### config.mk
export PLATFORM = sky130hd
export DESIGN_NAME = svg_path_command_decoder_top
export DESIGN_NICKNAME = d
export VERILOG_FILES = /design/src/svgpd_pkg.sv /design/src/svg_path_command_decoder_top.sv /design/src/svgpd_token_reg.sv /design/src/svgpd_interp.sv /design/src/svgpd_result_reg.sv
export SDC_FILE = /design/constraint.sdc
export NUM_CORES = 2
export LEC_CHECK = 0
export BUFFER_PORTS_ARGS = -buffer_cell sky130_fd_sc_hd__buf_4
export CAP_MARGIN = 20
export CORE_MARGIN = 3
export CORE_UTILIZATION = 38
export DETAILED_ROUTE_END_ITERATION = 8
export PLACE_DENSITY_LB_ADDON = 0.1
export SLEW_MARGIN = 20
export SYNTH_ARGS = -nofsm -noshare
export SYNTH_HDL_FRONTEND = slang
export SYNTH_SLANG_ARGS = --single-unit
### constraint.sdc
create_clock -name clk -period 17.4 [get_ports clk]
set_input_delay 1.74 -clock clk [delete_from_list [all_inputs] [get_ports clk]]
set_output_delay 1.74 -clock clk [all_outputs]
set_load 0.005 [all_outputs]
### src/svgpd_pkg.sv
// Package with the token, segment and command types shared by the path decoder modules.
`timescale 1ns / 1ps

package svgpd_pkg;

	localparam int NumOps = 6;
	localparam int OpIdxW = 3;
	localparam int CoordW = 32;

	localparam logic [7:0] CHAR_M_UP = 8'h4D;
	localparam logic [7:0] CHAR_M_LO = 8'h6D;
	localparam logic [7:0] CHAR_L_UP = 8'h4C;
	localparam logic [7:0] CHAR_L_LO = 8'h6C;
	localparam logic [7:0] CHAR_H_UP = 8'h48;
	localparam logic [7:0] CHAR_H_LO = 8'h68;
	localparam logic [7:0] CHAR_V_UP = 8'h56;
	localparam logic [7:0] CHAR_V_LO = 8'h76;
	localparam logic [7:0] CHAR_C_UP = 8'h43;
	localparam logic [7:0] CHAR_C_LO = 8'h63;
	localparam logic [7:0] CHAR_S_UP = 8'h53;
	localparam logic [7:0] CHAR_S_LO = 8'h73;
	localparam logic [7:0] CHAR_Q_UP = 8'h51;
	localparam logic [7:0] CHAR_Q_LO = 8'h71;
	localparam logic [7:0] CHAR_Z_UP = 8'h5A;
	localparam logic [7:0] CHAR_Z_LO = 8'h7A;

	localparam logic TOKEN_LETTER = 1'b0;
	localparam logic TOKEN_NUMBER = 1'b1;

	typedef enum logic [3:0] {
		CMD_NONE  = 4'd0,
		CMD_M_ABS = 4'd1,
		CMD_M_REL = 4'd2,
		CMD_L_ABS = 4'd3,
		CMD_L_REL = 4'd4,
		CMD_H_ABS = 4'd5,
		CMD_H_REL = 4'd6,
		CMD_V_ABS = 4'd7,
		CMD_V_REL = 4'd8,
		CMD_C_ABS = 4'd9,
		CMD_C_REL = 4'd10,
		CMD_S_ABS = 4'd11,
		CMD_S_REL = 4'd12,
		CMD_Q_ABS = 4'd13,
		CMD_Q_REL = 4'd14
	} cmd_t;

	typedef enum logic [2:0] {
		SEG_MOVE  = 3'd0,
		SEG_LINE  = 3'd1,
		SEG_QUAD  = 3'd2,
		SEG_CUBIC = 3'd3,
		SEG_CLOSE = 3'd4,
		SEG_END   = 3'd5
	} seg_kind_t;

	typedef struct packed {
		logic              kind;
		logic [7:0]        symbol;
		logic [CoordW-1:0] value;
		logic              last;
	} token_t;

	typedef struct packed {
		seg_kind_t         kind;
		logic [CoordW-1:0] c1x;
		logic [CoordW-1:0] c1y;
		logic [CoordW-1:0] c2x;
		logic [CoordW-1:0] c2y;
		logic [CoordW-1:0] ex;
		logic [CoordW-1:0] ey;
		logic              eop;
	} seg_t;

	function automatic cmd_t letter_code(input logic [7:0] s);
		cmd_t c;
		case (s)
			CHAR_M_UP: c = CMD_M_ABS;
			CHAR_M_LO: c = CMD_M_REL;
			CHAR_L_UP: c = CMD_L_ABS;
			CHAR_L_LO: c = CMD_L_REL;
			CHAR_H_UP: c = CMD_H_ABS;
			CHAR_H_LO: c = CMD_H_REL;
			CHAR_V_UP: c = CMD_V_ABS;
			CHAR_V_LO: c = CMD_V_REL;
			CHAR_C_UP: c = CMD_C_ABS;
			CHAR_C_LO: c = CMD_C_REL;
			CHAR_S_UP: c = CMD_S_ABS;
			CHAR_S_LO: c = CMD_S_REL;
			CHAR_Q_UP: c = CMD_Q_ABS;
			CHAR_Q_LO: c = CMD_Q_REL;
			default:   c = CMD_NONE;
		endcase
		return c;
	endfunction

	function automatic logic [OpIdxW-1:0] ops_needed(input cmd_t c);
		logic [OpIdxW-1:0] n;
		case (c)
			CMD_M_ABS, CMD_M_REL, CMD_L_ABS, CMD_L_REL: n = 3'd2;
			CMD_H_ABS, CMD_H_REL, CMD_V_ABS, CMD_V_REL: n = 3'd1;
			CMD_C_ABS, CMD_C_REL:                       n = 3'd6;
			CMD_S_ABS, CMD_S_REL, CMD_Q_ABS, CMD_Q_REL: n = 3'd4;
			default:                                    n = 3'd0;
		endcase
		return n;
	endfunction

endpackage

### src/svg_path_command_decoder_top.sv
// Top level of the path command decoder: token register, interpreter and result register.
`timescale 1ns / 1ps

// The decoder takes one path token per cycle while out_ready does not stall the output,
// and gives at most one segment per token; the token is held in the input register and
// its segment then in the result register. The current point, control point and pending
// command state are updated as each token advances. A numeric token with no command
// pending is dropped, a letter where an operand is expected counts as zero, and the last
// token always yields a result with end_of_path set, after which the path state returns
// to its reset values.

module svg_path_command_decoder_top (
	input  logic        clk,
	input  logic        arst_n,
	input  logic        in_valid,
	output logic        in_ready,
	input  logic        token_kind,
	input  logic [7:0]  symbol,
	input  logic [31:0] number_value,
	input  logic        last_token,
	output logic        out_valid,
	input  logic        out_ready,
	output logic [2:0]  segment_kind,
	output logic [31:0] ctrl1_x,
	output logic [31:0] ctrl1_y,
	output logic [31:0] ctrl2_x,
	output logic [31:0] ctrl2_y,
	output logic [31:0] end_x,
	output logic [31:0] end_y,
	output logic        end_of_path
);

	svgpd_pkg::token_t tok_in, tok_s1;
	svgpd_pkg::seg_t   seg, seg_q;
	logic              valid_s1, advance, seg_valid;

	assign tok_in.kind   = token_kind;
	assign tok_in.symbol = symbol;
	assign tok_in.value  = number_value;
	assign tok_in.last   = last_token;

	assign advance = valid_s1 && (!out_valid || out_ready);

	svgpd_token_reg u_token_reg (
		.clk      (clk),
		.arst_n   (arst_n),
		.in_valid (in_valid),
		.in_ready (in_ready),
		.tok_in   (tok_in),
		.advance  (advance),
		.valid_s1 (valid_s1),
		.tok_s1   (tok_s1)
	);

	svgpd_interp u_interp (
		.clk       (clk),
		.arst_n    (arst_n),
		.tok       (tok_s1),
		.fire      (advance),
		.seg       (seg),
		.seg_valid (seg_valid)
	);

	svgpd_result_reg u_result_reg (
		.clk       (clk),
		.arst_n    (arst_n),
		.load      (advance && seg_valid),
		.seg_in    (seg),
		.out_ready (out_ready),
		.out_valid (out_valid),
		.seg_q     (seg_q)
	);

	assign segment_kind = seg_q.kind;
	assign ctrl1_x      = seg_q.c1x;
	assign ctrl1_y      = seg_q.c1y;
	assign ctrl2_x      = seg_q.c2x;
	assign ctrl2_y      = seg_q.c2y;
	assign end_x        = seg_q.ex;
	assign end_y        = seg_q.ey;
	assign end_of_path  = seg_q.eop;

endmodule

### src/svgpd_token_reg.sv
// Input register stage that holds one path token transaction.
`timescale 1ns / 1ps

module svgpd_token_reg (
	input  logic              clk,
	input  logic              arst_n,
	input  logic              in_valid,
	output logic              in_ready,
	input  svgpd_pkg::token_t tok_in,
	input  logic              advance,
	output logic              valid_s1,
	output svgpd_pkg::token_t tok_s1
);

	logic valid_q;

	assign in_ready = !valid_q || advance;
	assign valid_s1 = valid_q;

	always_ff @(posedge clk or negedge arst_n) begin
		if (!arst_n) begin
			valid_q <= 1'b0;
		end else if (in_ready) begin
			valid_q <= in_valid;
		end
	end

	always_ff @(posedge clk) begin
		if (in_ready && in_valid) begin
			tok_s1 <= tok_in;
		end
	end

endmodule

### src/svgpd_interp.sv
// Path state and single-pass resolution of one token into at most one segment.
`timescale 1ns / 1ps

module svgpd_interp (
	input  logic              clk,
	input  logic              arst_n,
	input  svgpd_pkg::token_t tok,
	input  logic              fire,
	output svgpd_pkg::seg_t   seg,
	output logic              seg_valid
);

	logic [svgpd_pkg::CoordW-1:0] cur_x_q, cur_y_q, lc2_x_q, lc2_y_q;
	logic                         prev_cubic_q;
	svgpd_pkg::cmd_t              pend_q;
	logic [svgpd_pkg::OpIdxW-1:0] cnt_q;
	logic [svgpd_pkg::CoordW-1:0] buf_q [svgpd_pkg::NumOps];

	svgpd_pkg::cmd_t              new_cmd, exec_cmd;
	logic                         has_pend, do_exec, is_close, rel;
	logic [svgpd_pkg::OpIdxW-1:0] cnt_inc;
	logic [svgpd_pkg::CoordW-1:0] opnd_val, bx, by;
	logic [svgpd_pkg::CoordW-1:0] ops [svgpd_pkg::NumOps];

	always_comb begin
		new_cmd  = (tok.kind == svgpd_pkg::TOKEN_LETTER) ?
			svgpd_pkg::letter_code(tok.symbol) : svgpd_pkg::CMD_NONE;
		has_pend = (pend_q != svgpd_pkg::CMD_NONE);
		exec_cmd = has_pend ? pend_q : new_cmd;
		opnd_val = (tok.kind == svgpd_pkg::TOKEN_NUMBER) ? tok.value : '0;
		cnt_inc  = cnt_q + 3'd1;
		for (int i = 0; i < svgpd_pkg::NumOps; i++) begin
			if (has_pend && (3'(i) < cnt_q)) begin
				ops[i] = buf_q[i];
			end else if (has_pend && (3'(i) == cnt_q)) begin
				ops[i] = opnd_val;
			end else begin
				ops[i] = '0;
			end
		end
		do_exec  = has_pend ? ((cnt_inc >= svgpd_pkg::ops_needed(pend_q)) || tok.last) :
			((new_cmd != svgpd_pkg::CMD_NONE) && tok.last);
		is_close = !has_pend && (tok.kind == svgpd_pkg::TOKEN_LETTER) &&
			(new_cmd == svgpd_pkg::CMD_NONE) &&
			((tok.symbol == svgpd_pkg::CHAR_Z_UP) || (tok.symbol == svgpd_pkg::CHAR_Z_LO));
		rel = !exec_cmd[0];
		bx  = rel ? cur_x_q : '0;
		by  = rel ? cur_y_q : '0;
	end

	always_comb begin
		seg.kind = svgpd_pkg::SEG_END;
		seg.c1x  = '0;
		seg.c1y  = '0;
		seg.c2x  = '0;
		seg.c2y  = '0;
		seg.ex   = cur_x_q;
		seg.ey   = cur_y_q;
		seg.eop  = tok.last;
		if (do_exec) begin
			case (exec_cmd)
				svgpd_pkg::CMD_M_ABS, svgpd_pkg::CMD_M_REL: begin
					seg.kind = svgpd_pkg::SEG_MOVE;
					seg.ex   = bx + ops[0];
					seg.ey   = by + ops[1];
				end
				svgpd_pkg::CMD_L_ABS, svgpd_pkg::CMD_L_REL: begin
					seg.kind = svgpd_pkg::SEG_LINE;
					seg.ex   = bx + ops[0];
					seg.ey   = by + ops[1];
				end
				svgpd_pkg::CMD_H_ABS, svgpd_pkg::CMD_H_REL: begin
					seg.kind = svgpd_pkg::SEG_LINE;
					seg.ex   = bx + ops[0];
				end
				svgpd_pkg::CMD_V_ABS, svgpd_pkg::CMD_V_REL: begin
					seg.kind = svgpd_pkg::SEG_LINE;
					seg.ey   = by + ops[0];
				end
				svgpd_pkg::CMD_C_ABS, svgpd_pkg::CMD_C_REL: begin
					seg.kind = svgpd_pkg::SEG_CUBIC;
					seg.c1x  = bx + ops[0];
					seg.c1y  = by + ops[1];
					seg.c2x  = bx + ops[2];
					seg.c2y  = by + ops[3];
					seg.ex   = bx + ops[4];
					seg.ey   = by + ops[5];
				end
				svgpd_pkg::CMD_S_ABS, svgpd_pkg::CMD_S_REL: begin
					seg.kind = svgpd_pkg::SEG_CUBIC;
					if (prev_cubic_q) begin
						seg.c1x = {cur_x_q[svgpd_pkg::CoordW-2:0], 1'b0} - lc2_x_q;
						seg.c1y = {cur_y_q[svgpd_pkg::CoordW-2:0], 1'b0} - lc2_y_q;
					end else begin
						seg.c1x = cur_x_q;
						seg.c1y = cur_y_q;
					end
					seg.c2x = bx + ops[0];
					seg.c2y = by + ops[1];
					seg.ex  = bx + ops[2];
					seg.ey  = by + ops[3];
				end
				default: begin
					seg.kind = svgpd_pkg::SEG_QUAD;
					seg.c1x  = bx + ops[0];
					seg.c1y  = by + ops[1];
					seg.ex   = bx + ops[2];
					seg.ey   = by + ops[3];
				end
			endcase
		end else if (is_close) begin
			seg.kind = svgpd_pkg::SEG_CLOSE;
		end
	end

	assign seg_valid = do_exec || is_close || tok.last;

	always_ff @(posedge clk or negedge arst_n) begin
		if (!arst_n) begin
			cur_x_q      <= '0;
			cur_y_q      <= '0;
			lc2_x_q      <= '0;
			lc2_y_q      <= '0;
			prev_cubic_q <= 1'b0;
			pend_q       <= svgpd_pkg::CMD_NONE;
			cnt_q        <= '0;
		end else if (fire) begin
			if (tok.last) begin
				cur_x_q      <= '0;
				cur_y_q      <= '0;
				lc2_x_q      <= '0;
				lc2_y_q      <= '0;
				prev_cubic_q <= 1'b0;
				pend_q       <= svgpd_pkg::CMD_NONE;
				cnt_q        <= '0;
			end else if (do_exec) begin
				cur_x_q      <= seg.ex;
				cur_y_q      <= seg.ey;
				prev_cubic_q <= (seg.kind == svgpd_pkg::SEG_CUBIC);
				if (seg.kind == svgpd_pkg::SEG_CUBIC) begin
					lc2_x_q <= seg.c2x;
					lc2_y_q <= seg.c2y;
				end
				pend_q <= svgpd_pkg::CMD_NONE;
				cnt_q  <= '0;
			end else if (is_close) begin
				prev_cubic_q <= 1'b0;
			end else if (has_pend) begin
				cnt_q <= cnt_inc;
			end else if (new_cmd != svgpd_pkg::CMD_NONE) begin
				pend_q <= new_cmd;
				cnt_q  <= '0;
			end
		end
	end

	always_ff @(posedge clk) begin
		if (fire && has_pend && !do_exec) begin
			buf_q[cnt_q] <= opnd_val;
		end
	end

	a_last_clears: assert property (@(posedge clk) disable iff (!arst_n)
		fire && tok.last |=> (pend_q == svgpd_pkg::CMD_NONE) && (cnt_q == '0))
		else $error("pending command survived the last token");

	a_cnt_below_need: assert property (@(posedge clk) disable iff (!arst_n)
		(pend_q != svgpd_pkg::CMD_NONE) |-> (cnt_q < svgpd_pkg::ops_needed(pend_q)))
		else $error("operand count reached the command's operand need");

	a_idle_cnt_zero: assert property (@(posedge clk) disable iff (!arst_n)
		(pend_q == svgpd_pkg::CMD_NONE) |-> (cnt_q == '0))
		else $error("operand count nonzero with no pending command");

endmodule

### src/svgpd_result_reg.sv
// Output register that holds one segment transaction until it is taken.
`timescale 1ns / 1ps

module svgpd_result_reg (
	input  logic            clk,
	input  logic            arst_n,
	input  logic            load,
	input  svgpd_pkg::seg_t seg_in,
	input  logic            out_ready,
	output logic            out_valid,
	output svgpd_pkg::seg_t seg_q
);

	always_ff @(posedge clk or negedge arst_n) begin
		if (!arst_n) begin
			out_valid <= 1'b0;
		end else if (load) begin
			out_valid <= 1'b1;
		end else if (out_ready) begin
			out_valid <= 1'b0;
		end
	end

	always_ff @(posedge clk) begin
		if (load) begin
			seg_q <= seg_in;
		end
	end

endmodule
==> results.yml <==
logic_synthesis:
  syn-num-nets: 4367
  synthFlopType: "edfxtp_1"
  postSynthCellCount: 4050
  synth_area_leaders: "edfxtp_1 (34%), dfrtp_1 (9.0%), ha_1 (8.6%)"
  synth_area_leader_cell: "edfxtp_1"
  seq_area_frac_synth: 0.428
  synth_top_family_by_area: "compound AO/OA/AOI/OAI gates"
  async_flop_share: 0.243
  avgSynthCellArea_um2: 9.44
  synth_edf_count: 430
  synth_compound_area_frac: 0.237
  synthSimpleGateAreaFrac: 0.146
  synthAdderAreaFrac: 0.0903
  yosysTopAreaCellShare: 0.338
  netlist_area_um2: 38200
  synth-xor-area-share: 0.0490
  netlist-cell-type-count: 93
  yosys_warnings: 0
  synth-seq-cells: 568
  synth_mux_area_frac: 0.0128
detailed_routing:
  num_vias: 34371
  postRouteAntennaNets: 0
  wl_per_cell_um: 29.7
  drc_errors: 0
  drt_iter0_drc: 4657
  wl_um: 166000
  via_per_inst: 6.15
  dr.pass1.iters: 6
die:
  dieWidth_um: 323
  core.rowCount: 115
  die_area_um2: 104000
  die_height_um: 323
  ios: 244
  coreArea_um2: 99100
  initial_core_util: 0.386
clock_network:
  cts_sinks: 568
  clkSlewWorstSetupHoldPaths_ns: 0.06
  cts_max_level: 3
  cts_tree: "built"
  post-cts-setup-buffers: 0
  cts_hold_buf: 0
  numCtsBuffers: 68
  clockBufferDepth: 3
  cts-root-buf: "clkbuf_16"
  clkLatencyLatePin_ns: 0.67
  cts_resized: 0
timing:
  fin_tns_setup_ns: 0
  clock_skew_ns: 0.0337
  hold_viol: 0
  maxClockFrequency_ghz: 0.128
  worst_pin_slew_ns: 1.24
  setup_viol: 0
  finalMaxSlewViolations: 0
  finalCritPeriodShare: 0.450
  min_period_ns: 7.83
  relSlewSlack: 0.151
  rsz0062_at_grt: "false"
final_layout:
  nNetsFinal: 4559
  fin_util: 0.442
  syn_to_final_growth_pct: 14.6
  post_route_cells_drive_above_1_share: 0.116
hold_path:
  min_path_type: "flop to flop"
critical_path:
  end_kind: "flop"
  cp.arrival_ns: 8.35
  critPathLaunchType: "flop"
  r2r-end: "u_result_reg.seg_q[31]"
  reg2reg_slack_ns: 9.57
  endpoint: "u_result_reg.seg_q[31]"
  r2r_start: "u_interp.pend_q[0]"
  path_max_fanout: 57
  worstSetupPathType: "flop to flop"
  crit_required_ns: 17.92
  startpoint: "u_interp.pend_q[0]"
  reg2reg_depth: 20
job:
  maxCapViolCount: 0
power_and_ir_drop:
  powerDensity_nw_per_um2: 84.7
  p_leak_nw: 17.5
  vdd_drop_max_v: 0.0000654
global_routing:
  grt_usage: 0.311
  antenna_found_initial: 5
  grt_pass1_wl_um: 235000
  grt_max_degree: 118
  grt_overflow: 0
  grt_pass1_vias: 31621
placed_design:
  dpl.hpwl_um: 128000
  place_congestion: 0.999
  port_buffers: 243
status:
  status: "finished clean"
==> where the power goes <==
group | internal (mW) | leakage (nW) | switching [mW]
clock network | 0.815 | 1.08 | 0.631
logic | 0.262 | 10.5 | 0.444
registers | 1.52 | 5.97 | 0.0386
==> area by class of cell <==
cell class | instances | area [µm²]
antenna | 3 | 7.51
clock buffer | 90 | 1870
clock inverter | 36 | 398
fill | 9587 | 55300
inverter | 165 | 629
multi-input combinational | 3128 | 20600
sequential | 568 | 16400
tap | 1287 | 1610
timing repair buffer | 311 | 2350
==> Yosys cell counts (11+ instances only) <==
library cell  count
a211oi_1         44
a21o_1          100
a21oi_1         254
a221oi_1         50
a22o_1          102
a22oi_1          92
a31o_2           12
a31oi_1          30
and2_1           74
and3_1           24
buf_1            18
buf_2            30
clkbuf_1        130
dfrtp_1         138
edfxtp_1        430
ha_1            263
inv_1           165
mux2_2           15
mux2i_1          32
nand2_1         477
nand2b_1         44
nand3_1          59
nand4_1          21
nor2_1          359
nor2b_1          32
nor3_1           52
nor3b_1          11
nor4_1           16
o211ai_1         29
o21a_1           45
o21ai_0         381
o21bai_1         23
o221ai_1         11
o22a_1           13
o22ai_1          26
o31ai_1          21
or2_2            12
or3_1            12
xnor2_1         146
xor2_1           68
==> worst max-delay path: stages (launching register included) <==
cell and delay (ns):
dfrtp_1 0.44, inv_1 0.14, ha_1 0.24, nor2b_1 0.35, nand2_1 0.42, o31ai_1 1.00
and2_4 0.67, buf_4 0.82, nor2_1 0.25, nor2_1 0.38, ha_1 0.36, nand2_1 0.07
o21ai_0 0.26, nor4_1 0.08, o21ai_0 0.28, a21oi_1 0.32, o32ai_1 0.55, a31oi_1 0.18
or4_1 0.41, a31oi_1 0.19, mux2_2 0.18
==> sequential cells by signal, summed over array words and instances, names as in the netlist <==
register                count
u_interp.buf_q            192
u_interp.cnt_q              3
u_interp.cur_x_q           32
u_interp.cur_y_q           32
u_interp.lc2_x_q           32
u_interp.lc2_y_q           32
u_interp.pend_q             4
u_interp.prev_cubic_q       1
u_result_reg.out_valid      1
u_result_reg.seg_q        196
u_token_reg.tok_s1         42
u_token_reg.valid_s1        1
==> cell usage in the layout, fill, tap and decap left out, types with 15 or more instances in the layout <==
cell | Yosys | routed
nand2b_1 | 44 | 44
a22oi_1 | 92 | 91
mux2i_1 | 32 | 31
nand4_1 | 21 | 21
a21o_1 | 100 | 100
xor2_1 | 68 | 68
edfxtp_1 | 430 | 430
o211ai_1 | 29 | 29
dfrtp_1 | 138 | 137
a22o_1 | 102 | 102
nor4_1 | 16 | 16
nor3_1 | 52 | 50
o21a_1 | 45 | 45
o21ai_0 | 381 | 378
a221oi_1 | 50 | 50
buf_4 | 6 | 309
a21oi_1 | 254 | 252
o21bai_1 | 23 | 23
a211oi_1 | 44 | 44
ha_1 | 263 | 263
o31ai_1 | 21 | 21
clkbuf_16 | 0 | 69
xnor2_1 | 146 | 146
clkbuf_1 | 130 | 15
nor2b_1 | 32 | 31
nand3_1 | 59 | 58
inv_1 | 165 | 163
o22ai_1 | 26 | 26
nor2_1 | 359 | 351
a31oi_1 | 30 | 30
nand2_1 | 477 | 474
and2_1 | 74 | 72
and3_1 | 24 | 24
mux2_2 | 15 | 15
==> cells by family after synthesis <==
family,count (synthesis)
AO/OA/AOI/OAI,1369
XOR/XNOR,214
adder cells (fa/ha/maj),271
buffers and inverters,354
flip-flops,568
multiplexers,47
AND/OR/NAND/NOR,1227
==> metal layers <==
| metal | track usage | part of all wire |
|---|---|---|
| met1 | 0.482 | 0.46 |
| met2 | 0.426 | 0.40 |
| met3 | 0.0637 | 0.10 |
| met4 | 0.0998 | 0.033 |
| met5 | 0 | 0.000048 |
==> through the flow <==
stage	hold slack [ns]	total power [mW]	area (µm²)	instances	setup WS [ns]
2_1_floorplan	0.424	2.01	38200	4050	10.72
3_3_place_gp	0.455	2.28	41500	5459	9.85
3_5_place_dp	0.471	2.28	41500	5459	9.87
4_1_cts	0.484	3.73	43800	5585	9.81
5_1_grt	0.504	3.85	43800	5585	9.24
6_report	0.482	3.71	43800	5588	9.57
==> worst min-delay path by stage <==
stage,startpoint,endpoint,slack (ns),cells past startpoint
6_report,u_interp.lc2_y_q[16],u_interp.lc2_y_q[16],0.48,2
5_1_grt,u_interp.lc2_y_q[29],u_interp.lc2_y_q[29],0.50,2
4_1_cts,u_interp.lc2_y_q[19],u_interp.lc2_y_q[19],0.48,2
3_5_place_dp,u_interp.lc2_y_q[19],u_interp.lc2_y_q[19],0.47,2
3_3_place_gp,u_interp.lc2_y_q[30],u_interp.lc2_y_q[30],0.45,2
2_1_floorplan,u_token_reg.tok_s1[0],u_result_reg.seg_q[0],0.42,0
Note: power is estimated with default switching activity, not from simulation.
